$ cat src/design/rhsv_pkg.sv
package rhsv_pkg;

    // field widths
    localparam int CHAN_W = 8;
    localparam int PCT_W  = 7;
    localparam int HUE_W  = 9;
    localparam int NUM_W  = 14;
    localparam int DEN_W  = 7;
    localparam int QUO_W  = 7;

    // c*100/255 as a multiply by a reciprocal, exact for every 8-bit c
    localparam int              SCALE_SHIFT = 24;
    localparam logic [22:0]     SCALE_MUL   = 23'd6579400;

    // hue*60/100 = hue*3/5, done as hue*3*13108 >> 16 (exact below 1600)
    localparam int              HUE_SHIFT   = 16;
    localparam logic [15:0]     HUE_MUL     = 16'd39324;
    localparam int              HUE_PROD_W  = HUE_W + 16;

    localparam logic [PCT_W-1:0] PCT_100    = 7'd100;
    localparam logic [HUE_W-1:0] HUE_WRAP   = 9'd360;

    // sector of the largest channel
    typedef enum logic [1:0] {
        SECTOR_RED   = 2'd0,
        SECTOR_GREEN = 2'd1,
        SECTOR_BLUE  = 2'd2
    } sector_t;

    // values that ride along the divider without being touched
    typedef struct packed {
        logic               gray;
        logic               neg;
        sector_t            sector;
        logic [PCT_W-1:0]   value;
    } side_t;

    // one request through the divider: hue and saturation quotients side by side
    typedef struct packed {
        logic [NUM_W-1:0]   rem_h;
        logic [DEN_W-1:0]   den_h;
        logic [QUO_W-1:0]   quo_h;
        logic [NUM_W-1:0]   rem_s;
        logic [DEN_W-1:0]   den_s;
        logic [QUO_W-1:0]   quo_s;
        side_t              side;
    } div_req_t;

endpackage

$ cat src/design/rhsv_div_pipe.sv
module rhsv_div_pipe
(
    input  logic                clk,
    input  logic                rst_n,
    input  logic                in_valid,
    output logic                in_ready,
    input  rhsv_pkg::div_req_t  in_data,
    output logic                out_valid,
    input  logic                out_ready,
    output rhsv_pkg::div_req_t  out_data
);
    import rhsv_pkg::*;

    // one restoring step: compare against the shifted divisor, subtract on success
    function automatic logic [NUM_W:0] div_step(logic [NUM_W-1:0] rem,
                                                logic [DEN_W-1:0] den,
                                                int unsigned sh);
        logic [NUM_W-1:0] trial;
        trial = NUM_W'(den) << sh;
        if (rem >= trial)
        begin
            return {1'b1, rem - trial};
        end
        return {1'b0, rem};
    endfunction

    logic     [QUO_W-1:0] valid_reg;
    div_req_t             stage_reg [QUO_W];
    logic     [QUO_W:0]   ready;

    assign ready[QUO_W] = out_ready;
    assign in_ready     = ready[0];
    assign out_valid    = valid_reg[QUO_W-1];
    assign out_data     = stage_reg[QUO_W-1];

    genvar i;
    generate
        for (i = 0; i < QUO_W; i++)
        begin : g_step
            localparam int unsigned SH = QUO_W - 1 - i;
            div_req_t       src;
            logic           src_valid;
            div_req_t       stage_next;
            logic [NUM_W:0] step_h;
            logic [NUM_W:0] step_s;

            if (i == 0)
            begin : g_first
                assign src       = in_data;
                assign src_valid = in_valid;
            end
            else
            begin : g_rest
                assign src       = stage_reg[i-1];
                assign src_valid = valid_reg[i-1];
            end

            assign ready[i] = !valid_reg[i] || ready[i+1];

            // quotient bit SH for both divisions
            always_comb
            begin
                step_h            = div_step(src.rem_h, src.den_h, SH);
                step_s            = div_step(src.rem_s, src.den_s, SH);
                stage_next        = src;
                stage_next.rem_h  = step_h[NUM_W-1:0];
                stage_next.quo_h[SH] = step_h[NUM_W];
                stage_next.rem_s  = step_s[NUM_W-1:0];
                stage_next.quo_s[SH] = step_s[NUM_W];
            end

            always_ff @(posedge clk or negedge rst_n)
            begin
                if (!rst_n)
                begin
                    valid_reg[i] <= 1'b0;
                end
                else if (ready[i])
                begin
                    valid_reg[i] <= src_valid;
                end
            end

            always_ff @(posedge clk)
            begin
                if (ready[i] && src_valid)
                begin
                    stage_reg[i] <= stage_next;
                end
            end
        end
    endgenerate

    // a colored pixel always has quotients within 0..100
    a_quo_range: assert property (@(posedge clk) disable iff (!rst_n)
        out_valid && !out_data.side.gray |->
            out_data.quo_h <= PCT_100 && out_data.quo_s <= PCT_100)
        else $error("divider quotient out of range");

    // the last remainder is below its divisor for a nonzero divisor
    a_rem_range: assert property (@(posedge clk) disable iff (!rst_n)
        out_valid && !out_data.side.gray |->
            out_data.rem_h < NUM_W'(out_data.den_h) &&
            out_data.rem_s < NUM_W'(out_data.den_s))
        else $error("divider remainder not reduced");

    // an empty divider never stalls its input
    a_no_stall: assert property (@(posedge clk) disable iff (!rst_n)
        !out_valid && valid_reg == '0 |-> in_ready)
        else $error("divider stalls while empty");

endmodule

$ cat src/design/rgb_to_hsv_converter.sv
// channel   direction  handshake                    payload
// s_axis    in         s_axis_tvalid/s_axis_tready  tdata: red, green, blue
// m_axis    out        m_axis_tvalid/m_axis_tready  tdata: hue, saturation, brightness
//
// one pixel per clock unless m_axis_tready stalls; registers in order: scale, sort,
// 7 divider steps, hue scale multiply, output register; the 7-step divider sets the depth
// each stage advances when it is empty or the stage after it moves,
// so bubbles close up and a stall holds every request in place
// rst_n clears the valid bits only; payload registers are not reset
module rgb_to_hsv_converter
(
    input  logic        clk,
    input  logic        rst_n,
    input  logic        s_axis_tvalid,
    output logic        s_axis_tready,
    input  logic [23:0] s_axis_tdata,   // red [7:0], green [15:8], blue [23:16]
    output logic        m_axis_tvalid,
    input  logic        m_axis_tready,
    output logic [23:0] m_axis_tdata    // hue [8:0], saturation [15:9], brightness [22:16]
);
    import rhsv_pkg::*;

    // stage 0: channels scaled to percent
    logic               s0_valid_reg;
    logic [PCT_W-1:0]   s0_r_reg;
    logic [PCT_W-1:0]   s0_g_reg;
    logic [PCT_W-1:0]   s0_b_reg;
    logic [PCT_W-1:0]   s0_r_next;
    logic [PCT_W-1:0]   s0_g_next;
    logic [PCT_W-1:0]   s0_b_next;
    logic               s0_ready;

    // stage 1: divider request
    logic               s1_valid_reg;
    div_req_t           s1_req_reg;
    div_req_t           s1_req_next;
    logic               s1_ready;

    // divider input and output
    logic               div_in_ready;
    logic               div_valid;
    logic               div_ready;
    div_req_t           div_data;

    // stage 2: hue scale product
    logic                   s2_valid_reg;
    logic [HUE_PROD_W-1:0]  s2_prod_reg;
    logic                   s2_neg_reg;
    logic                   s2_gray_reg;
    logic [PCT_W-1:0]       s2_sat_reg;
    logic [PCT_W-1:0]       s2_val_reg;
    logic [HUE_PROD_W-1:0]  s2_prod_next;
    logic                   s2_neg_next;
    logic                   s2_ready;

    // stage 3: output register
    logic               out_valid_reg;
    logic [HUE_W-1:0]   hue_reg;
    logic [PCT_W-1:0]   sat_reg;
    logic [PCT_W-1:0]   val_reg;
    logic [HUE_W-1:0]   hue_next;
    logic               out_ready;

    // ready chain
    assign out_ready     = !out_valid_reg || m_axis_tready;
    assign s2_ready      = !s2_valid_reg || out_ready;
    assign div_ready     = s2_ready;
    assign s1_ready      = !s1_valid_reg || div_in_ready;
    assign s0_ready      = !s0_valid_reg || s1_ready;
    assign s_axis_tready = s0_ready;

    // channel scaling by a reciprocal of 255
    function automatic logic [PCT_W-1:0] scale_pct(logic [CHAN_W-1:0] c);
        logic [CHAN_W+22:0] prod;
        prod = (CHAN_W+23)'(c) * (CHAN_W+23)'(SCALE_MUL);
        return prod[SCALE_SHIFT +: PCT_W];
    endfunction

    always_comb
    begin
        s0_r_next = scale_pct(s_axis_tdata[7:0]);
        s0_g_next = scale_pct(s_axis_tdata[15:8]);
        s0_b_next = scale_pct(s_axis_tdata[23:16]);
    end

    always_ff @(posedge clk or negedge rst_n)
    begin
        if (!rst_n)
        begin
            s0_valid_reg <= 1'b0;
        end
        else if (s0_ready)
        begin
            s0_valid_reg <= s_axis_tvalid;
        end
    end

    always_ff @(posedge clk)
    begin
        if (s0_ready && s_axis_tvalid)
        begin
            s0_r_reg <= s0_r_next;
            s0_g_reg <= s0_g_next;
            s0_b_reg <= s0_b_next;
        end
    end

    // max, min, sector and division operands
    always_comb
    begin
        logic [PCT_W-1:0] hi;
        logic [PCT_W-1:0] lo;
        logic [PCT_W-1:0] delta;
        logic [PCT_W:0]   diff;
        logic [PCT_W-1:0] mag;
        sector_t          sector;

        hi = s0_r_reg;
        lo = s0_r_reg;
        if (s0_g_reg < lo) lo = s0_g_reg;
        if (s0_b_reg < lo) lo = s0_b_reg;
        if (s0_g_reg > hi) hi = s0_g_reg;
        if (s0_b_reg > hi) hi = s0_b_reg;
        delta = hi - lo;

        // red wins ties over green, green over blue
        if (s0_r_reg == hi)
        begin
            sector = SECTOR_RED;
            diff   = {1'b0, s0_g_reg} - {1'b0, s0_b_reg};
        end
        else if (s0_g_reg == hi)
        begin
            sector = SECTOR_GREEN;
            diff   = {1'b0, s0_b_reg} - {1'b0, s0_r_reg};
        end
        else
        begin
            sector = SECTOR_BLUE;
            diff   = {1'b0, s0_r_reg} - {1'b0, s0_g_reg};
        end
        mag = diff[PCT_W] ? PCT_W'(-diff) : diff[PCT_W-1:0];

        s1_req_next.rem_h       = NUM_W'(mag) * NUM_W'(PCT_100);
        s1_req_next.den_h       = delta;
        s1_req_next.quo_h       = '0;
        s1_req_next.rem_s       = NUM_W'(delta) * NUM_W'(PCT_100);
        s1_req_next.den_s       = hi;
        s1_req_next.quo_s       = '0;
        s1_req_next.side.gray   = (hi == lo);
        s1_req_next.side.neg    = diff[PCT_W];
        s1_req_next.side.sector = sector;
        s1_req_next.side.value  = hi;
    end

    always_ff @(posedge clk or negedge rst_n)
    begin
        if (!rst_n)
        begin
            s1_valid_reg <= 1'b0;
        end
        else if (s1_ready)
        begin
            s1_valid_reg <= s0_valid_reg;
        end
    end

    always_ff @(posedge clk)
    begin
        if (s1_ready && s0_valid_reg)
        begin
            s1_req_reg <= s1_req_next;
        end
    end

    // both divisions, one quotient bit per stage
    rhsv_div_pipe u_div
    (
        .clk       (clk),
        .rst_n     (rst_n),
        .in_valid  (s1_valid_reg),
        .in_ready  (div_in_ready),
        .in_data   (s1_req_reg),
        .out_valid (div_valid),
        .out_ready (div_ready),
        .out_data  (div_data)
    );

    // signed hue from sector offset and quotient, magnitude times 3/5 scale
    always_comb
    begin
        logic signed [HUE_W:0] hue_s;
        logic signed [HUE_W:0] quo_s;
        logic [HUE_W-1:0]      hue_mag;

        quo_s = (HUE_W+1)'(signed'({1'b0, div_data.quo_h}));
        if (div_data.side.neg)
        begin
            quo_s = -quo_s;
        end
        case (div_data.side.sector)
            SECTOR_GREEN: hue_s = quo_s + (HUE_W+1)'(200);
            SECTOR_BLUE:  hue_s = quo_s + (HUE_W+1)'(400);
            default:      hue_s = quo_s;
        endcase
        s2_neg_next  = hue_s[HUE_W];
        hue_mag      = s2_neg_next ? HUE_W'(-hue_s) : hue_s[HUE_W-1:0];
        s2_prod_next = HUE_PROD_W'(hue_mag) * HUE_PROD_W'(HUE_MUL);
    end

    always_ff @(posedge clk or negedge rst_n)
    begin
        if (!rst_n)
        begin
            s2_valid_reg <= 1'b0;
        end
        else if (s2_ready)
        begin
            s2_valid_reg <= div_valid;
        end
    end

    always_ff @(posedge clk)
    begin
        if (s2_ready && div_valid)
        begin
            s2_prod_reg <= s2_prod_next;
            s2_neg_reg  <= s2_neg_next;
            s2_gray_reg <= div_data.side.gray;
            s2_sat_reg  <= div_data.quo_s;
            s2_val_reg  <= div_data.side.value;
        end
    end

    // truncate toward zero, wrap negative hue by 360, and force zero hue for a gray pixel
    always_comb
    begin
        logic [HUE_W-1:0] q;
        q = s2_prod_reg[HUE_SHIFT +: HUE_W];
        if (s2_gray_reg)
        begin
            hue_next = '0;
        end
        else if (s2_neg_reg && q != '0)
        begin
            hue_next = HUE_WRAP - q;
        end
        else
        begin
            hue_next = q;
        end
    end

    always_ff @(posedge clk or negedge rst_n)
    begin
        if (!rst_n)
        begin
            out_valid_reg <= 1'b0;
        end
        else if (out_ready)
        begin
            out_valid_reg <= s2_valid_reg;
        end
    end

    always_ff @(posedge clk)
    begin
        if (out_ready && s2_valid_reg)
        begin
            hue_reg <= hue_next;
            sat_reg <= s2_gray_reg ? '0 : s2_sat_reg;
            val_reg <= s2_val_reg;
        end
    end

    assign m_axis_tvalid = out_valid_reg;
    assign m_axis_tdata  = {1'b0, val_reg, sat_reg, hue_reg};

    // hue stays below a full turn
    a_hue_range: assert property (@(posedge clk) disable iff (!rst_n)
        m_axis_tvalid |-> hue_reg < HUE_WRAP)
        else $error("hue out of range");

    // percent outputs stay within 0..100
    a_pct_range: assert property (@(posedge clk) disable iff (!rst_n)
        m_axis_tvalid |-> sat_reg <= PCT_100 && val_reg <= PCT_100)
        else $error("percent output out of range");

    // zero saturation only comes from a gray pixel, which has zero hue
    a_gray_hue: assert property (@(posedge clk) disable iff (!rst_n)
        m_axis_tvalid && sat_reg == '0 |-> hue_reg == '0)
        else $error("gray pixel with nonzero hue");

    // an empty output register never holds off the input
    a_accept: assert property (@(posedge clk) disable iff (!rst_n)
        !m_axis_tvalid |-> s_axis_tready)
        else $error("input stalled with empty output");

endmodule
$ cat config.mk
export PLATFORM = sky130hd
export DESIGN_NAME = rgb_to_hsv_converter
export DESIGN_NICKNAME = d
export VERILOG_FILES = /design/src/design/rhsv_pkg.sv /design/src/design/rhsv_div_pipe.sv /design/src/design/rgb_to_hsv_converter.sv
export SDC_FILE = /design/constraint.sdc
export NUM_CORES = 1
export LEC_CHECK = 0
export ABC_AREA = 1
export ABC_CLOCK_PERIOD_IN_PS = 13400
export BUFFER_PORTS_ARGS = -buffer_cell sky130_fd_sc_hd__buf_2
export CORE_AREA = 5 5 265 267
export CTS_CLUSTER_DIAMETER = 200
export DETAILED_ROUTE_END_ITERATION = 16
export DIE_AREA = 0 0 270 272
export SLEW_MARGIN = 25
export SYNTH_ARGS = -nofsm -noshare
export SYNTH_HDL_FRONTEND = slang
export SYNTH_SLANG_ARGS = --single-unit
$ cat constraint.sdc
create_clock -name clk -period 13.4 [get_ports clk]
set_input_delay 0.67 -clock clk [delete_from_list [all_inputs] [get_ports clk]]
set_output_delay 0.67 -clock clk [all_outputs]
set_load 0.02 [all_outputs]
==> results of run 1 <==
-- Yosys cell counts, types with 5 or more instances --
master    instances  area share [%]
nor2_4            5            0.19
nor2_1          225             2.8
nand3b_1          8            0.20
inv_2             5           0.062
nand3_2           9            0.30
clkbuf_1         16            0.20
a21o_1            5            0.12
o21ai_0         129             2.1
xnor2_1          42             1.2
inv_1           562             7.0
a31oi_1          11            0.23
edfxtp_1        420              42
ha_1            409              17
o21a_1           18            0.45
xor2_1          117             3.4
a21oi_1         218             3.6
a41oi_1           5            0.15
fa_1            107             7.1
dfrtp_1          11            0.92
nand2_2          23            0.48
o31ai_1           9            0.22
nor3_1           37            0.62
nand3_1         131             2.2
o211ai_1          6            0.15
nand2_1         363             4.5
o21bai_1         10            0.25
or2_2             9            0.19
nor4_1           14            0.29
nand4_1          15            0.31
a211oi_1         17            0.42
-- kinds of logic after synthesis --
logic type	Yosys count	share of synthesized area (%)
AO/OA/AOI/OAI	446	8.27
XOR/XNOR	159	4.63
adder cells (fa/ha/maj)	516	24.2
buffers and inverters	586	7.38
flip-flops	431	42.9
multiplexers	1	0.0375
other	1	0.0125
AND/OR/NAND/NOR	858	12.6
-- through the flow --
stage                     hold slack (ns)  worst slack (ns)
final                               0.343              5.71
after global routing                0.355              4.91
after CTS                           0.298              5.73
after detailed placement            0.405              5.77
after global placement              0.401              5.95
after floorplan                     0.374              6.80
-- critical path: cells and delay by family, from the launching register on --
kind / cells / cell delay, ns
fa+ha+maj: 8 / 2.54
simple gates: 21 / 2.51
compound gates: 6 / 0.89
buf+inv: 8 / 0.74
flops: 1 / 0.46
xor+xnor: 2 / 0.25
-- layout by cell type (no fill, tap or decap), types with 10 or more instances in the layout --
cell and count:
edfxtp_1 420, inv_1 558, xnor2_1 42, nor3_1 37
nand3_1 131, ha_1 409, dfrtp_1 11, buf_2 52
a21oi_1 218, nand2_1 363, xor2_1 117, a31oi_1 11
clkinv_1 10, fa_1 107, nor2_1 220, nand4_1 15
nor4_1 14, a211oi_1 17, o21bai_1 10, clkbuf_16 49
clkbuf_1 10, o21a_1 18, o21ai_0 128, nand2_2 23
-- cell type report --
| class | count | area [um2] | area share, % |
|---|---|---|---|
| multi-input cells | 1981 | 15000 | 45.3 |
| flip-flops and latches | 431 | 12900 | 38.9 |
| inverters | 567 | 2130 | 6.43 |
| clock buffers | 59 | 1260 | 3.82 |
| well taps | 882 | 1100 | 3.33 |
| clock inverters | 33 | 367 | 1.11 |
| repair buffers | 62 | 363 | 1.10 |
-- worst paths after layout --
| path | slack (ns) | to | depth (start not counted) | startpoint |
|---|---|---|---|---|
| hold / removal | 0.34 | m_axis_tvalid$_DFFE_PN0P_ | 4 | m_axis_tready |
| hold reg to reg | 0.40 | u_div.stage_reg[2][45]$_DFFE_PP_ | 0 | u_div.stage_reg[1][45]$_DFFE_PP_ |
| setup / recovery | 5.71 | s1_req_reg[66]$_DFFE_PP_ | 45 | s0_r_reg[0]$_DFFE_PP_ |
| min in group asynchronous | 0.47 | u_div.g_step[3].src_valid$_DFFE_PN0P_ | 2 | rst_n |
| setup reg to reg | 5.71 | s1_req_reg[66]$_DFFE_PP_ | 45 | s0_r_reg[0]$_DFFE_PP_ |
| max in group asynchronous | 12.70 | u_div.g_step[2].src_valid$_DFFE_PN0P_ | 2 | rst_n |
-- routing by layer --
metal | vias to the layer above | track usage (%) | wire [um]
met5 | - | 0 | 0
met4 | 0 | 4.66 | 1700
met3 | 106 | 2.30 | 1770
met2 | 278 | 31.2 | 31000
met1 | 9521 | 18.5 | 24300
li1 | 10300 | - | -
-- timing repair --
item	CTS	global route
endpoints found under the hold margin	11	0
hold buffers	1	0
buffers inserted	0	0
==> results by group, run 1 <==
Worst setup path
  • Critical Path AT: about 8.0 ns
  • Critical path launch point type: flop
  • WS Path Type: reg2reg
  • Crit path max fanout: 12
  • Slowest stage cell, crit path: fa_1
  • Req. time, crit path: around 14 ns
  • Most used cell, CP: nand2_1
  • Worst setup EP type: flop
  • Max incr delay on CP: 0.50 ns

Synthesis
  • Post-Syn Instances: between 2000 and 3000
  • Asr flop ratio synth: under 10%
  • Sequential-to-total area share from yosys stat: 42.9%
  • Ys flop type: edfxtp_1
  • Mean Syn Cell Area: between 10 and 15 um2
  • Yosys cell types: between 50 and 60
  • Mapped Area: about 30000 um2
  • #FFs+latches synth: roughly 430
  • Post-synth EDFFs: 420
  • Net Count, Synth: between 3000 and 4000
  • Warnings from Yosys: 0

Floorplan
  • Initial Utilization: about 44%
  • Die width: between 200 and 300 um
  • Die H: 272 um
  • I/O pins: between 50 and 60
  • Core area: around 68000 um2
  • Cell row count: 96
  • Die area: roughly 73000 um2

Global route
  • First-pass GRT wire length: 99700 um
  • Vias in the first global route: ~21000
  • Largest net degree at the start of global routing: 57
  • Initial antenna violation count: 0
  • Grt total ovfl: 0
  • Total GRT Usage: between 10% and 20%

Clock network
  • Reg clk slew, reported paths: around 0.06 ns
  • PostCTS Resize Cnt: 0
  • CTS H-tree depth: 2
  • Clock Tree Root: clkbuf_16
  • Clock Latency Late Sink: approximately 0.60 ns
  • Clock Path Buffers: 3
  • Num CTS Buffers: approximately 50
  • CTS sink count: between 400 and 500
  • CTS tree: built

Placement
  • RD Place Congestion: ~0.89
  • Placed inst area: approximately 31000 um2
  • Placed cell count: approximately 3900
  • Port Buf Inserts: between 50 and 60
  • Post-DP HPWL: roughly 47000 um

Finish
  • Area of all placed cells without fillers: between 30000 and 40000 um2
  • Share of layout cells above drive strength 1: between 6 and 7%
  • Non-filler cells, final: 4015
  • Layout fillers: between 6000 and 7000
  • Post-layout util: 48.8%
  • # diodes: 0
  • Area grow syn2layout: 10.2%
  • Number of flip-flops in the largest register: ~310
  • Nets: approximately 3600

STA
  • Final TNS setup: 0 ns
  • RSZ-0062 raised after global routing: no
  • Final Slew Violations: 0
  • Least-Margin Pin Slew: approximately 0.95 ns
  • Fin. Hold Viols: 0
  • Setup violators final: 0
  • Clock skew: ~0.037 ns
  • Minimum clock period: about 7.7 ns
  • FMAX: around 130 MHz
  • Slew HR: 36.7%
  • Crit share post-route: a little under three fifths

Worst hold path
  • Hold Crit Class: in2reg

Drt
  • Routed Wire Length: between 50000 and 60000 um
  • DRC violations left: 0
  • Drt pass-1 iters: 5
  • Antenna viol nets, final: 0
  • Wire per inst: between 10 and 15 um
  • Via-to-Cell Ratio: between 5 and 6
  • DR vias: 20200
  • Initial DRC Count: slightly above 800

Job
  • Max cap viols: 0

Run status
  • Status: complete, no violations
Power of run 1 is not shown: default switching activity piles up to over one toggle a cycle in this logic, so the estimate is an artifact.
==> run 2: changes to the inputs <==
--- a/config.mk
+++ b/config.mk
@@ -6,7 +6,7 @@
 export NUM_CORES = 1
 export LEC_CHECK = 0
 export ABC_AREA = 1
-export ABC_CLOCK_PERIOD_IN_PS = 13400
+export ABC_CLOCK_PERIOD_IN_PS = 6800
 export BUFFER_PORTS_ARGS = -buffer_cell sky130_fd_sc_hd__buf_2
 export CORE_AREA = 5 5 265 267
 export CTS_CLUSTER_DIAMETER = 200
==> constraint.sdc (replaced) <==
create_clock -name clk -period 6.8 [get_ports clk]
set_input_delay 0.34 -clock clk [delete_from_list [all_inputs] [get_ports clk]]
set_output_delay 0.34 -clock clk [all_outputs]
set_load 0.02 [all_outputs]
==> run 2 against run 1 <==
  * Worst hold slack worse by 0.21 ns
  * Register-to-register slack worse by 5.4 ns
  * Cell area increased by 5.2%
  * First-iteration DRC count increased by 12%
  * Via count up 2.9%
  * Die area did not move
  * Global-route usage up 0.67 points
  * Worst setup slack worse by 5.4 ns
==> results by group, run 2 (synthesis gave the netlist of run 1 again) <==
Placement
  • Placed inst area: 32200 um2
  • Post-DP HPWL: just over 50000 um
  • RD Place Congestion: around 0.91
  • Port Buf Inserts: 52

Worst setup path
  • WS Path Type: reg2reg
  • Crit path max fanout: 8
  • Req. time, crit path: between 7 and 8 ns
  • Critical Path AT: 6.84 ns
  • Max incr delay on CP: a little under 0.5 ns
  • Slowest stage cell, crit path: fa_1
  • Worst setup EP type: flop
  • Critical path launch point type: flop
  • Most used cell, CP: nand2_2

Clock network
  • CTS tree: built
  • Clock Path Buffers: 3
  • Num CTS Buffers: 48
  • Clock Tree Root: clkbuf_16
  • CTS H-tree depth: 2
  • Clock Latency Late Sink: roughly 0.6 ns
  • CTS sink count: 431
  • Reg clk slew, reported paths: ~0.06 ns

Finish
  • Area of all placed cells without fillers: about 35000 um2
  • Most frequent cells in the layout: inv_1 (546), edfxtp_1 (420), ha_1 (393)
  • # diodes: 0
  • Layout fillers: between 5000 and 6000
  • Area grow syn2layout: 15.9%
  • Most common cell after layout, fill and taps aside: inv_1
  • Share of layout cells above drive strength 1: 13.3%
  • Nets: 3767
  • Number of flip-flops in the largest register: roughly 310

STA
  • Hold slack: about 0.13 ns
  • Least-Margin Pin Slew: slightly below 1 ns
  • Clock skew: a little over 0.06 ns
  • Crit share post-route: roughly 96%
  • Final TNS setup: 0 ns
  • FMAX: approximately 150 MHz
  • Slew HR: approximately 33%
  • Final Slew Violations: 0
  • Setup violators final: 0
  • Minimum clock period: 6.53 ns
  • Fin. Hold Viols: 0

Drt
  • Antenna viol nets, final: 0
  • Via-to-Cell Ratio: between 5 and 6
  • DR vias: 20800
  • Wire per inst: between 15 and 20 um
  • Initial DRC Count: 914
  • Drt pass-1 iters: 5
  • Routed Wire Length: around 63000 um
  • DRC violations left: 0

Floorplan
  • Die width: 270 um
  • Core area: between 60000 and 70000 um2
  • I/O pins: 54
  • Initial Utilization: between 40% and 50%
  • Cell row count: 96
  • Die area: 73400 um2
  • Die H: roughly 270 um

Run status
  • Status: complete, no violations

Global route
  • Largest net degree at the start of global routing: 57
  • First-pass GRT wire length: roughly 100000 um
  • Initial antenna violation count: 0
  • Grt total ovfl: 0
  • Vias in the first global route: 21800
  • Total GRT Usage: ~17%

Job
  • Max cap viols: 0

Worst hold path
  • Hold Crit Class: in2async
==> run 2: worst paths after layout <==
| path | from | endpoint | slack, ns | cells past startpoint |
|---|---|---|---|---|
| min in group clk | u_div.stage_reg[1][44]$_DFFE_PP_ | u_div.stage_reg[2][44]$_DFFE_PP_ | 0.37 | 0 |
| min | rst_n | u_div.g_step[5].src_valid$_DFFE_PN0P_ | 0.13 | 2 |
| max in group asynchronous | rst_n | u_div.g_step[3].src_valid$_DFFE_PN0P_ | 6.45 | 2 |
| min reg2reg | u_div.stage_reg[1][44]$_DFFE_PP_ | u_div.stage_reg[2][44]$_DFFE_PP_ | 0.37 | 0 |
| max | s0_r_reg[0]$_DFFE_PP_ | s1_req_reg[66]$_DFFE_PP_ | 0.27 | 45 |
| max reg2reg | s0_r_reg[0]$_DFFE_PP_ | s1_req_reg[66]$_DFFE_PP_ | 0.27 | 45 |
==> run 2: final cells by class <==
type	count	area [um2]	share of cell area, %
Clock inverter	35	475	1.37
Inverter	567	2130	6.13
Sequential cell	431	12900	37.0
Multi-Input combinational cell	1982	15600	44.8
Timing Repair Buffer	193	1400	4.03
Tap cell	882	1100	3.17
Clock buffer	53	1220	3.50
==> run 2: metrics by stage <==
stage / std cells / utilization, % / setup slack [ns]
3_3_place_gp: 4016 / 47.3 / 0.0309
5_1_grt: 4143 / 51.3 / -0.0654
2_1_floorplan: 2998 / - / 0.201
6_report: 4143 / 51.3 / 0.265
3_5_place_dp: 4017 / 47.4 / -0.152
4_1_cts: 4112 / 50.0 / 0.00791
==> run 2: critical path: cells and delay by family, from the launching register on <==
kind	cells	cell delay, ns
and+or+nand+nor	22	2.17
xor gates and xnor gates	2	0.25
AOI/OAI and AO/OA	5	0.64
buffers and inverters	9	0.73
DFF	1	0.39
adders and majority gates	7	2.02
==> run 2: repair_timing <==
action	CTS	global route
gates cloned	0	2
buffers inserted	4	28
resized for setup	13	148
endpoints found under the hold margin	13	0
hold buffers	3	0
endpoints found under the setup margin	7	17
pin swaps	6	66
==> run 2: per-layer routing <==
metal  global-route usage [%]  vias to the layer above  part of all wire, %
met5                        0                        -                    0
met4                     6.22                        0                  3.7
met3                     2.33                      140                  2.8
met2                     32.1                      310                   53
li1                         -                    10600                    -
met1                     19.1                     9758                   40
Power of run 2 is left out for the same reason.
